File: src/rtl/sbda_pkg.sv
// Shared constants, types and helpers for the signed binary to decimal ASCII converter.
`timescale 1ns / 1ps

package sbda_pkg;

    localparam int VALUE_BITS_DEFAULT = 32;

    localparam logic [7:0] CHAR_MINUS = 8'd45;
    localparam logic [7:0] CHAR_ZERO  = 8'd48;

    localparam logic [3:0] BCD_ADJ_MIN = 4'd5;
    localparam logic [3:0] BCD_ADJ_ADD = 4'd3;

    localparam int QUEUE_DEPTH = 2;

    typedef enum logic [1:0] {
        BK_IDLE,
        BK_CONV,
        BK_SIGN,
        BK_DIGIT
    } back_state_t;

    function automatic int num_digits(input int bits);
        return (bits * 30103) / 100000 + 1;
    endfunction

endpackage

File: src/rtl/sbda_front.sv
// Front end: accept a number, split it into sign and unsigned magnitude.
`timescale 1ns / 1ps

module sbda_front #(
    parameter int VALUE_BITS = sbda_pkg::VALUE_BITS_DEFAULT
) (
    input  logic [VALUE_BITS-1:0] value,
    input  logic                  src_valid,
    output logic                  src_stall,
    input  logic                  q_full,
    output logic                  q_push,
    output logic                  q_neg,
    output logic [VALUE_BITS-1:0] q_mag
);

    assign src_stall = q_full;
    assign q_push    = src_valid && !q_full;
    assign q_neg     = value[VALUE_BITS-1];
    assign q_mag     = q_neg ? (~value + {{(VALUE_BITS-1){1'b0}}, 1'b1}) : value;

endmodule

File: src/rtl/sbda_queue.sv
// Two-entry queue of sign and magnitude between front end and back end.
`timescale 1ns / 1ps

module sbda_queue #(
    parameter int VALUE_BITS = sbda_pkg::VALUE_BITS_DEFAULT
) (
    input  logic                  clk,
    input  logic                  rst_n,
    input  logic                  push,
    input  logic                  push_neg,
    input  logic [VALUE_BITS-1:0] push_mag,
    output logic                  full,
    input  logic                  pop,
    output logic                  q_valid,
    output logic                  q_neg,
    output logic [VALUE_BITS-1:0] q_mag
);

    localparam int CNT_W = $clog2(sbda_pkg::QUEUE_DEPTH + 1);
    localparam int PTR_W = $clog2(sbda_pkg::QUEUE_DEPTH);

    logic                  neg_mem_reg [sbda_pkg::QUEUE_DEPTH];
    logic [VALUE_BITS-1:0] mag_mem_reg [sbda_pkg::QUEUE_DEPTH];
    logic [CNT_W-1:0]      cnt_reg;
    logic [CNT_W-1:0]      cnt_next;
    logic [PTR_W-1:0]      wr_ptr_reg;
    logic [PTR_W-1:0]      wr_ptr_next;
    logic [PTR_W-1:0]      rd_ptr_reg;
    logic [PTR_W-1:0]      rd_ptr_next;
    logic                  do_push;
    logic                  do_pop;

    assign full    = (cnt_reg == CNT_W'(sbda_pkg::QUEUE_DEPTH));
    assign q_valid = (cnt_reg != '0);
    assign q_neg   = neg_mem_reg[rd_ptr_reg];
    assign q_mag   = mag_mem_reg[rd_ptr_reg];

    assign do_push = push && !full;
    assign do_pop  = pop && q_valid;

    always_comb
    begin
        wr_ptr_next = do_push ? wr_ptr_reg + PTR_W'(1) : wr_ptr_reg;
        rd_ptr_next = do_pop ? rd_ptr_reg + PTR_W'(1) : rd_ptr_reg;
        cnt_next    = cnt_reg;
        if (do_push && !do_pop)
        begin
            cnt_next = cnt_reg + CNT_W'(1);
        end
        else if (do_pop && !do_push)
        begin
            cnt_next = cnt_reg - CNT_W'(1);
        end
    end

    always_ff @(posedge clk or negedge rst_n)
    begin
        if (!rst_n)
        begin
            cnt_reg    <= '0;
            wr_ptr_reg <= '0;
            rd_ptr_reg <= '0;
        end
        else
        begin
            cnt_reg    <= cnt_next;
            wr_ptr_reg <= wr_ptr_next;
            rd_ptr_reg <= rd_ptr_next;
        end
    end

    always_ff @(posedge clk)
    begin
        if (do_push)
        begin
            neg_mem_reg[wr_ptr_reg] <= push_neg;
            mag_mem_reg[wr_ptr_reg] <= push_mag;
        end
    end

endmodule

File: src/rtl/sbda_back.sv
// Back end: bit-serial binary to BCD conversion, then character emission.
`timescale 1ns / 1ps

module sbda_back #(
    parameter int VALUE_BITS = sbda_pkg::VALUE_BITS_DEFAULT
) (
    input  logic                  clk,
    input  logic                  rst_n,
    input  logic                  q_valid,
    input  logic                  q_neg,
    input  logic [VALUE_BITS-1:0] q_mag,
    output logic                  q_pop,
    output logic [7:0]            character,
    output logic                  last,
    output logic                  dst_valid,
    input  logic                  dst_stall
);

    localparam int NDIG   = sbda_pkg::num_digits(VALUE_BITS);
    localparam int BCD_W  = NDIG * 4;
    localparam int BIT_CW = $clog2(VALUE_BITS);
    localparam int DIG_CW = $clog2(NDIG);

    sbda_pkg::back_state_t state_reg;
    sbda_pkg::back_state_t state_next;
    logic [VALUE_BITS-1:0] mag_reg;
    logic [VALUE_BITS-1:0] mag_next;
    logic [BCD_W-1:0]      bcd_reg;
    logic [BCD_W-1:0]      bcd_next;
    logic [BCD_W-1:0]      bcd_adj;
    logic [BIT_CW-1:0]     bit_cnt_reg;
    logic [BIT_CW-1:0]     bit_cnt_next;
    logic [DIG_CW-1:0]     dig_cnt_reg;
    logic [DIG_CW-1:0]     dig_cnt_next;
    logic                  neg_reg;
    logic                  neg_next;
    logic                  started_reg;
    logic                  started_next;
    logic                  out_valid_reg;
    logic                  out_valid_next;
    logic [7:0]            char_reg;
    logic [7:0]            char_next;
    logic                  last_reg;
    logic                  last_next;
    logic                  load_ok;
    logic [3:0]            top_digit;

    assign character = char_reg;
    assign last      = last_reg;
    assign dst_valid = out_valid_reg;
    assign load_ok   = !out_valid_reg || !dst_stall;
    assign top_digit = bcd_reg[BCD_W-1 -: 4];

    always_comb
    begin
        bcd_adj = bcd_reg;
        for (int i = 0; i < NDIG; i++)
        begin
            if (bcd_reg[i*4 +: 4] >= sbda_pkg::BCD_ADJ_MIN)
            begin
                bcd_adj[i*4 +: 4] = bcd_reg[i*4 +: 4] + sbda_pkg::BCD_ADJ_ADD;
            end
        end
    end

    always_comb
    begin
        state_next     = state_reg;
        mag_next       = mag_reg;
        bcd_next       = bcd_reg;
        bit_cnt_next   = bit_cnt_reg;
        dig_cnt_next   = dig_cnt_reg;
        neg_next       = neg_reg;
        started_next   = started_reg;
        out_valid_next = out_valid_reg && dst_stall;
        char_next      = char_reg;
        last_next      = last_reg;
        q_pop          = 1'b0;
        unique case (state_reg)
            sbda_pkg::BK_IDLE:
            begin
                if (q_valid)
                begin
                    q_pop        = 1'b1;
                    mag_next     = q_mag;
                    neg_next     = q_neg;
                    bcd_next     = '0;
                    bit_cnt_next = BIT_CW'(VALUE_BITS - 1);
                    state_next   = sbda_pkg::BK_CONV;
                end
            end
            sbda_pkg::BK_CONV:
            begin
                bcd_next = {bcd_adj[BCD_W-2:0], mag_reg[VALUE_BITS-1]};
                mag_next = {mag_reg[VALUE_BITS-2:0], 1'b0};
                if (bit_cnt_reg == '0)
                begin
                    dig_cnt_next = DIG_CW'(NDIG - 1);
                    started_next = 1'b0;
                    state_next   = neg_reg ? sbda_pkg::BK_SIGN : sbda_pkg::BK_DIGIT;
                end
                else
                begin
                    bit_cnt_next = bit_cnt_reg - BIT_CW'(1);
                end
            end
            sbda_pkg::BK_SIGN:
            begin
                if (load_ok)
                begin
                    out_valid_next = 1'b1;
                    char_next      = sbda_pkg::CHAR_MINUS;
                    last_next      = 1'b0;
                    state_next     = sbda_pkg::BK_DIGIT;
                end
            end
            sbda_pkg::BK_DIGIT:
            begin
                if (top_digit == 4'd0 && !started_reg && dig_cnt_reg != '0)
                begin
                    bcd_next     = {bcd_reg[BCD_W-5:0], 4'd0};
                    dig_cnt_next = dig_cnt_reg - DIG_CW'(1);
                end
                else if (load_ok)
                begin
                    out_valid_next = 1'b1;
                    char_next      = sbda_pkg::CHAR_ZERO + {4'd0, top_digit};
                    last_next      = (dig_cnt_reg == '0);
                    started_next   = 1'b1;
                    bcd_next       = {bcd_reg[BCD_W-5:0], 4'd0};
                    if (dig_cnt_reg == '0)
                    begin
                        state_next = sbda_pkg::BK_IDLE;
                    end
                    else
                    begin
                        dig_cnt_next = dig_cnt_reg - DIG_CW'(1);
                    end
                end
            end
            default:
            begin
                state_next = sbda_pkg::BK_IDLE;
            end
        endcase
    end

    always_ff @(posedge clk or negedge rst_n)
    begin
        if (!rst_n)
        begin
            state_reg     <= sbda_pkg::BK_IDLE;
            out_valid_reg <= 1'b0;
        end
        else
        begin
            state_reg     <= state_next;
            out_valid_reg <= out_valid_next;
        end
    end

    always_ff @(posedge clk)
    begin
        mag_reg     <= mag_next;
        bcd_reg     <= bcd_next;
        bit_cnt_reg <= bit_cnt_next;
        dig_cnt_reg <= dig_cnt_next;
        neg_reg     <= neg_next;
        started_reg <= started_next;
        char_reg    <= char_next;
        last_reg    <= last_next;
    end

endmodule

File: src/rtl/signed_binary_to_decimal_ascii.sv
// Top level: signed binary number in, decimal ASCII characters out.
//
// Usage:
//   Input channel: value with src_valid / src_stall. A beat moves when
//   src_valid is high and src_stall low. Only the low VALUE_BITS bits count.
//   Output channel: character and last with dst_valid / dst_stall. One beat
//   per character: '-' first for a negative number, then the digits most
//   significant first without leading zeros; last marks the final digit.
//   A zero input gives the single character '0'.
//   Operation: the converter pops a queued number when it is idle, shifts
//   the magnitude through a BCD register one bit per cycle, then scans
//   the digit positions, emitting a character or skipping a leading zero
//   at each, after a minus sign for a negative number. It takes the next
//   number only once the last character of the previous one is issued.
//   The queue takes up to two further numbers while one is converted.
//   Reset empties the queue, returns the converter to idle and drops any
//   pending output beat. When the receiver stalls, the output beat holds
//   and no new character is issued; the queue keeps accepting until full.
`timescale 1ns / 1ps

module signed_binary_to_decimal_ascii #(
    parameter int VALUE_BITS = sbda_pkg::VALUE_BITS_DEFAULT
) (
    input  logic                  clk,
    input  logic                  rst_n,
    input  logic [VALUE_BITS-1:0] value,
    input  logic                  src_valid,
    output logic                  src_stall,
    output logic [7:0]            character,
    output logic                  last,
    output logic                  dst_valid,
    input  logic                  dst_stall
);

    logic                  q_full;
    logic                  q_push;
    logic                  push_neg;
    logic [VALUE_BITS-1:0] push_mag;
    logic                  q_valid;
    logic                  q_pop;
    logic                  q_neg;
    logic [VALUE_BITS-1:0] q_mag;

    sbda_front #(
        .VALUE_BITS (VALUE_BITS)
    ) u_front (
        .value     (value),
        .src_valid (src_valid),
        .src_stall (src_stall),
        .q_full    (q_full),
        .q_push    (q_push),
        .q_neg     (push_neg),
        .q_mag     (push_mag)
    );

    sbda_queue #(
        .VALUE_BITS (VALUE_BITS)
    ) u_queue (
        .clk      (clk),
        .rst_n    (rst_n),
        .push     (q_push),
        .push_neg (push_neg),
        .push_mag (push_mag),
        .full     (q_full),
        .pop      (q_pop),
        .q_valid  (q_valid),
        .q_neg    (q_neg),
        .q_mag    (q_mag)
    );

    sbda_back #(
        .VALUE_BITS (VALUE_BITS)
    ) u_back (
        .clk       (clk),
        .rst_n     (rst_n),
        .q_valid   (q_valid),
        .q_neg     (q_neg),
        .q_mag     (q_mag),
        .q_pop     (q_pop),
        .character (character),
        .last      (last),
        .dst_valid (dst_valid),
        .dst_stall (dst_stall)
    );

    a_char_code: assert property (@(posedge clk) disable iff (!rst_n)
        dst_valid |-> (character == sbda_pkg::CHAR_MINUS)
            || (character >= sbda_pkg::CHAR_ZERO && character <= 8'd57))
        else $error("output character is neither minus nor digit");

    a_minus_not_last: assert property (@(posedge clk) disable iff (!rst_n)
        dst_valid && character == sbda_pkg::CHAR_MINUS |-> !last)
        else $error("minus sign flagged as last character");

    a_full_has_data: assert property (@(posedge clk) disable iff (!rst_n)
        q_full |-> q_valid)
        else $error("queue full but reports no data");

    a_pop_only_valid: assert property (@(posedge clk) disable iff (!rst_n)
        q_pop |-> q_valid)
        else $error("converter popped an empty queue");

endmodule

File: config.mk
export PLATFORM = sky130hd
export DESIGN_NAME = signed_binary_to_decimal_ascii
export DESIGN_NICKNAME = d
export VERILOG_FILES = /design/src/rtl/sbda_pkg.sv /design/src/rtl/sbda_front.sv /design/src/rtl/sbda_queue.sv /design/src/rtl/sbda_back.sv /design/src/rtl/signed_binary_to_decimal_ascii.sv
export SDC_FILE = /design/constraint.sdc
export NUM_CORES = 1
export LEC_CHECK = 0
export BUFFER_PORTS_ARGS = -buffer_cell sky130_fd_sc_hd__buf_2
export CAP_MARGIN = 20
export CORE_MARGIN = 5
export CORE_UTILIZATION = 61
export CTS_CLUSTER_SIZE = 30
export DETAILED_ROUTE_END_ITERATION = 10
export GPL_TIMING_DRIVEN = 0
export PLACE_DENSITY = 0.87
export SYNTH_ARGS = -nofsm -noshare
export SYNTH_HDL_FRONTEND = slang
export SYNTH_SLANG_ARGS = --single-unit
File: constraint.sdc
create_clock -name clk -period 6.26 [get_ports clk]
set_input_delay 0.626 -clock clk [delete_from_list [all_inputs] [get_ports clk]]
set_output_delay 0.626 -clock clk [all_outputs]
set_load 0.005 [all_outputs]
; ---- After elaboration in Yosys (flattened, before gate mapping)
; Memory sizes are Yosys's and may differ from the RTL's. A register that Yosys moved wholly into a read port is not among the register bits.
; Cells that the tools add are included.
[totals]
wordCells = 144
ramBits = 66
memories = 2
ff_bits = 98
output_inout_bits = 11
inputBits = 36
[mem_list]
columns = memory, depth, width, rd, rd_clocked_by_memory_dff, write_ports, line
row1 = u_queue.mag_mem_reg, 2, 32, 1, 0, 1, sbda_queue.sv:23  ; logic [VALUE_BITS-1:0] mag_mem_reg [sbda_pkg::QUEUE_DEPTH];
row2 = u_queue.neg_mem_reg, 2, 1, 1, 1, 1, sbda_queue.sv:22  ; logic neg_mem_reg [sbda_pkg::QUEUE_DEPTH];
[classes]
n_mux = 54
eq_ne = 13
n_addsub = 18
magnitude_cmp = 10
n_reduce_logical = 34
bitwise = 1
[op_table]
columns = operator, count
row1 = $mux W40, 3
row2 = $pmux W40 S3, 1
row3 = $mux W32, 2
row4 = $pmux W32 S2, 1
row5 = $mux W4, 13
row6 = $ge A4 B3 Y1 const B, 10
row7 = $add A4 B2 Y4 const B, 9
row8 = $add A32 B1 Y32 const B, 1
row9 = $not A32 Y32, 1
row10 = $mux W8, 3
row11 = $mux W2, 8
row12 = $pmux W8 S2, 1
row13 = $mux W1, 13
row14 = $reduce_and A4 Y1, 3
row15 = $mux W5, 2
row16 = $pmux W5 S2, 1
row17 = $reduce_bool A2 Y1, 5
row18 = $logic_and A1 B1 Y1, 8
row19 = $logic_not A4 Y1, 2
row20 = $ne A2 B1 Y1 const B, 4
row21 = $pmux W2 S4, 1
row22 = $pmux W4 S2, 1
row23 = $add A6 B4 Y7 const A, 1
row24 = $eq A2 B2 Y1 const B, 3
row25 = other kinds (21), 33

; ---- Logic depth before layout (Yosys ltp)
[depth]
ltp_word = 8
ltp_mapped = 7
depth_no_buf = 7

; ---- Modules after synthesis
; Synthesis repeated with hierarchy kept, for this count alone.
[unflattened]
cells_unflattened = 615
hier_area_um2 = 8385.5
[modules_own_cells]
columns = module, area_each_um2, cells_each, instances, seq_area_each_um2
row1 = sbda_back, 4849.7, 391, 1, 2747.6
row2 = sbda_queue, 2733.9, 122, 1, 2082.0
row3 = sbda_front, 802.0, 102, 1, 0.0

; ---- Worst setup path before layout
; No wires, ideal clock.
[synth_path]
path_type = register to register
start = register u_back.bcd_reg[36]
end = register u_back.bcd_reg[0] (enable)
path_stages_with_launch = 6
path_slack_ns = 1.398
setup_ns = 0.498
synth_period_minus_slack_ns = 4.862
path_buffers = 0
t_required_ns = 5.762
t_arrival_ns = 4.363
cell_sequence = edfxtp_1 -> inv_1 -> ha_1 -> or4b_2 -> o21a_1 -> a211oi_1
[synth_between]
elab_chain_len = 5
[synth_rtl]
columns = item, line
row1 = start: declaration, sbda_back.sv:28  ; logic [BCD_W-1:0] bcd_reg;
row2 = start signal: assignment, sbda_back.sv:165  ; bcd_reg <= bcd_next;
row3 = $logic_not A4 Y1, sbda_back.sv:119  ; if (top_digit == 4'd0 && !started_reg && dig_cnt_reg != '0)
row4 = $logic_and A1 B1 Y1 (2 in a row), sbda_back.sv:119
row5 = $ne A3 B1 Y1 (no line), n/a
row6 = $reduce_and A3 Y1 (no line), n/a
; No other way between the ends.
; A chain may end at the register's enable or synchronous reset.

; ---- Final worst setup path
[layout_path]
start = register u_back.bcd_reg[36]
end = register u_back.bcd_reg[7] (enable)
; The elaborated chain is that of the path after synthesis.

==> impl_metrics.json <==
{
  "setup_viol": 0,
  "cts_sinks": 162,
  "end_kind": "register",
  "path_clk_slew_ns": 0.07,
  "drive_gt1_frac": 0.136,
  "ys_types": 51,
  "worstPathRequired_ns": 6.40,
  "cts_tree": "yes",
  "drt_iter0_drc": 377,
  "intPower_mw": 3.16,
  "power.switching_mw": 1.73,
  "combPwrFrac": 0.357,
  "routedWlPerCell_um": 18.2,
  "p_seq_frac": 0.418,
  "h-tree-depth": 4,
  "port_buffers": 43,
  "period_needed_ns": 2.70,
  "hold_buffers": 0,
  "largest_reg_flops": 64,
  "dp_hpwl_um": 11100,
  "synthTopCellsByArea": "edfxtp_1, mux2i_1, xnor2_1",
  "fmax_mhz": 370,
  "netlist_area_um2": 7980,
  "post-cts-setup-buffer-count": 0,
  "yosys.area_share.simple": 0.0908,
  "syn_inst": 634,
  "synthAdderAreaFrac": 0.0471,
  "grt_max_degree": 34,
  "setup_tns_ns": 0,
  "viasPerCell": 5.93,
  "power_frac_clock": 0.225,
  "ir_worst_vdd_mv": 0.248,
  "maxCapViolations": 0,
  "route.detailed.drc": 0,
  "syn_area_per_cell_um2": 12.6,
  "synth_compound_area_frac": 0.113,
  "clock_latency_ns": 0.43,
  "cts_root_buffer": "clkbuf_16",
  "antenna_left": 0,
  "row_count": 41,
  "grt_pass1_vias": 5529,
  "layout.nets": 766,
  "fp.coreArea_um2": 12700,
  "gr-usage-all-layers": 0.211,
  "fin_ws_ns": 3.56,
  "ys.warnings.count": 0,
  "worstMarginPinSlew_ns": 0.938,
  "synth_seq_cells": 162,
  "max-slew-margin-rel": 0.373,
  "finClkSkew_ns": 0.00825,
  "cts_buffers": 17,
  "n_fill_cell": 877,
  "path_class": "reg -> reg",
  "finalHoldViolCount": 0,
  "worst-path-max-fanout": 20,
  "final_common_cell": "edfxtp_1",
  "clock_path_buffers": 2,
  "grt_antenna_before_repair": 0,
  "pre_cts_ws_ns": 3.56,
  "pwr_density_cell_nw_per_um2": 535,
  "ctsResizeCount": 0,
  "worst_setup_path_start_kind": "register",
  "rsz0062_at_grt": "false",
  "outcome": "complete, no violations",
  "routed_wl_um": 16100,
  "synthToLayoutAreaGrowth_pct": 14.7,
  "initial_core_util": 0.627,
  "gp_congestion": 0.796,
  "dieHeight_um": 124,
  "vias": 5246,
  "timing.final.crit_share": 0.432,
  "overflow": 0,
  "arrival_ns": 2.84,
  "pin_count": 47,
  "switching_share": 0.353,
  "synth_xor_area_frac": 0.0571,
  "dieArea_um2": 15500,
  "drv_slew": 0,
  "diodes": 0,
  "synth.mux.area_fraction": 0.0541,
  "final_cell_mix": "edfxtp_1, nand2_1, o21ai_0",
  "p_leak_nw": 3.36,
  "synth_area_leader_cell": "edfxtp_1",
  "yosysTopAreaCellShare": 0.583,
  "holdCritPathClass": "in -> async",
  "grt_pass1_wl_um": 26300,
  "ys_seq_area_frac": 0.605,
  "die_x_um": 124,
  "dr.pass1.iters": 4,
  "synth_top_family_by_area": "compound AO/OA/AOI/OAI gates"
}
==> cell families (layout without fill, tap and decap cells) <==
| family | Yosys count | after routing |
|---|---|---|
| xor gates and xnor gates | 52 | 52 |
| muxes | 43 | 43 |
| DFF | 162 | 162 |
| buffers and inverters | 63 | 141 |
| other | 2 | 3 |
| AOI/OAI and AO/OA | 144 | 144 |
| adders and majority gates | 30 | 30 |
| and+or+nand+nor | 138 | 138 |
==> worst paths after layout <==
path / depth (start not counted) / to / slack [ns] / from
worst max-delay path: 7 / u_back.bcd_reg[7]$_DFFE_PP_ / 3.56 / u_back.bcd_reg[36]$_DFFE_PP_
worst min-delay path: 1 / u_queue.wr_ptr_reg$_DFFE_PN0P_ / 0.03 / rst_n
worst max register to register: 7 / u_back.bcd_reg[7]$_DFFE_PP_ / 3.56 / u_back.bcd_reg[36]$_DFFE_PP_
worst min register to register: 2 / u_back.mag_reg[27]$_DFFE_PP_ / 0.53 / u_back.mag_reg[26]$_DFFE_PP_
max in group asynchronous: 1 / u_back.dst_valid$_DFF_PN0_ / 6.07 / rst_n
min in group clk: 1 / u_queue.mag_mem_reg[1][0]$_DFFE_PP_ / 0.46 / value[0]
==> stage by stage <==
stage	instances	hold WS, ns	instance area (um^2)	utilization	power (mW)
final	885	0.0259	9150	0.719	4.89
after global routing	885	0.0298	9150	0.719	5.17
after CTS	885	0.0194	9150	0.719	4.90
after detailed placement	853	0.477	8520	0.669	3.78
after global placement	850	0.471	8410	0.661	3.59
after floorplan	635	0.330	7980	-	3.22
==> worst max-delay path, stage by stage, from the launching register on <==
cell      delay, ns
edfxtp_1       0.40
inv_1          0.15
ha_1           0.17
or4b_2         0.58
o21a_1         0.26
a211oi_4       0.45
buf_16         0.22
buf_16         0.17
==> power by group through the flow <==
stage	clock network [mW]	registers (mW)	logic, mW
2_1_floorplan	0	2.01	1.21
3_3_place_gp	0	2.06	1.52
3_5_place_dp	0	2.05	1.73
4_1_cts	1.11	2.04	1.75
5_1_grt	1.15	2.09	1.93
6_report	1.10	2.05	1.75
==> routing by layer <==
metal | global-route usage | routed length, um
met2 | 0.381 | 8560
met3 | 0.0472 | 1020
met1 | 0.241 | 6140
met5 | 0 | 0
met4 | 0.0864 | 407
==> synth_stat cells (all sizes together) <==
master	count
a22oi	1
ha	30
o22a	1
or3	4
and2	4
xor2	6
and3b	1
mux2i	42
dfrtp	7
a41oi	1
a22o	11
o31ai	8
a31oi	1
nor4b	1
nand4	1
or3b	1
conb	2
buf	8
and3	2
a32oi	1
a21o	1
nor3b	13
nor3	6
inv	35
o22ai	13
mux2	1
a21oi	26
o32ai	5
nand3b	1
o41ai	10
or2	1
or4b	3
clkbuf	20
o21a	3
nand3	4
nand4b	1
xnor2	46
nor2	16
a211oi	4
o21ai	58
edfxtp	155
nand2	59
nor4	4
nand2b	16
==> final cells by class <==
class                      instances  area [um^2]  share of cell area
timing repair buffer              46          290              0.0317
multi-input combinational        410         2930               0.320
buffer                            28          118              0.0129
tap                              172          215              0.0235
clock inverter                    15          208              0.0227
clock buffer                      17          425              0.0465
inverter                          35          131              0.0144
sequential                       162         4830               0.528
Power figures use the tool's default switching activity.
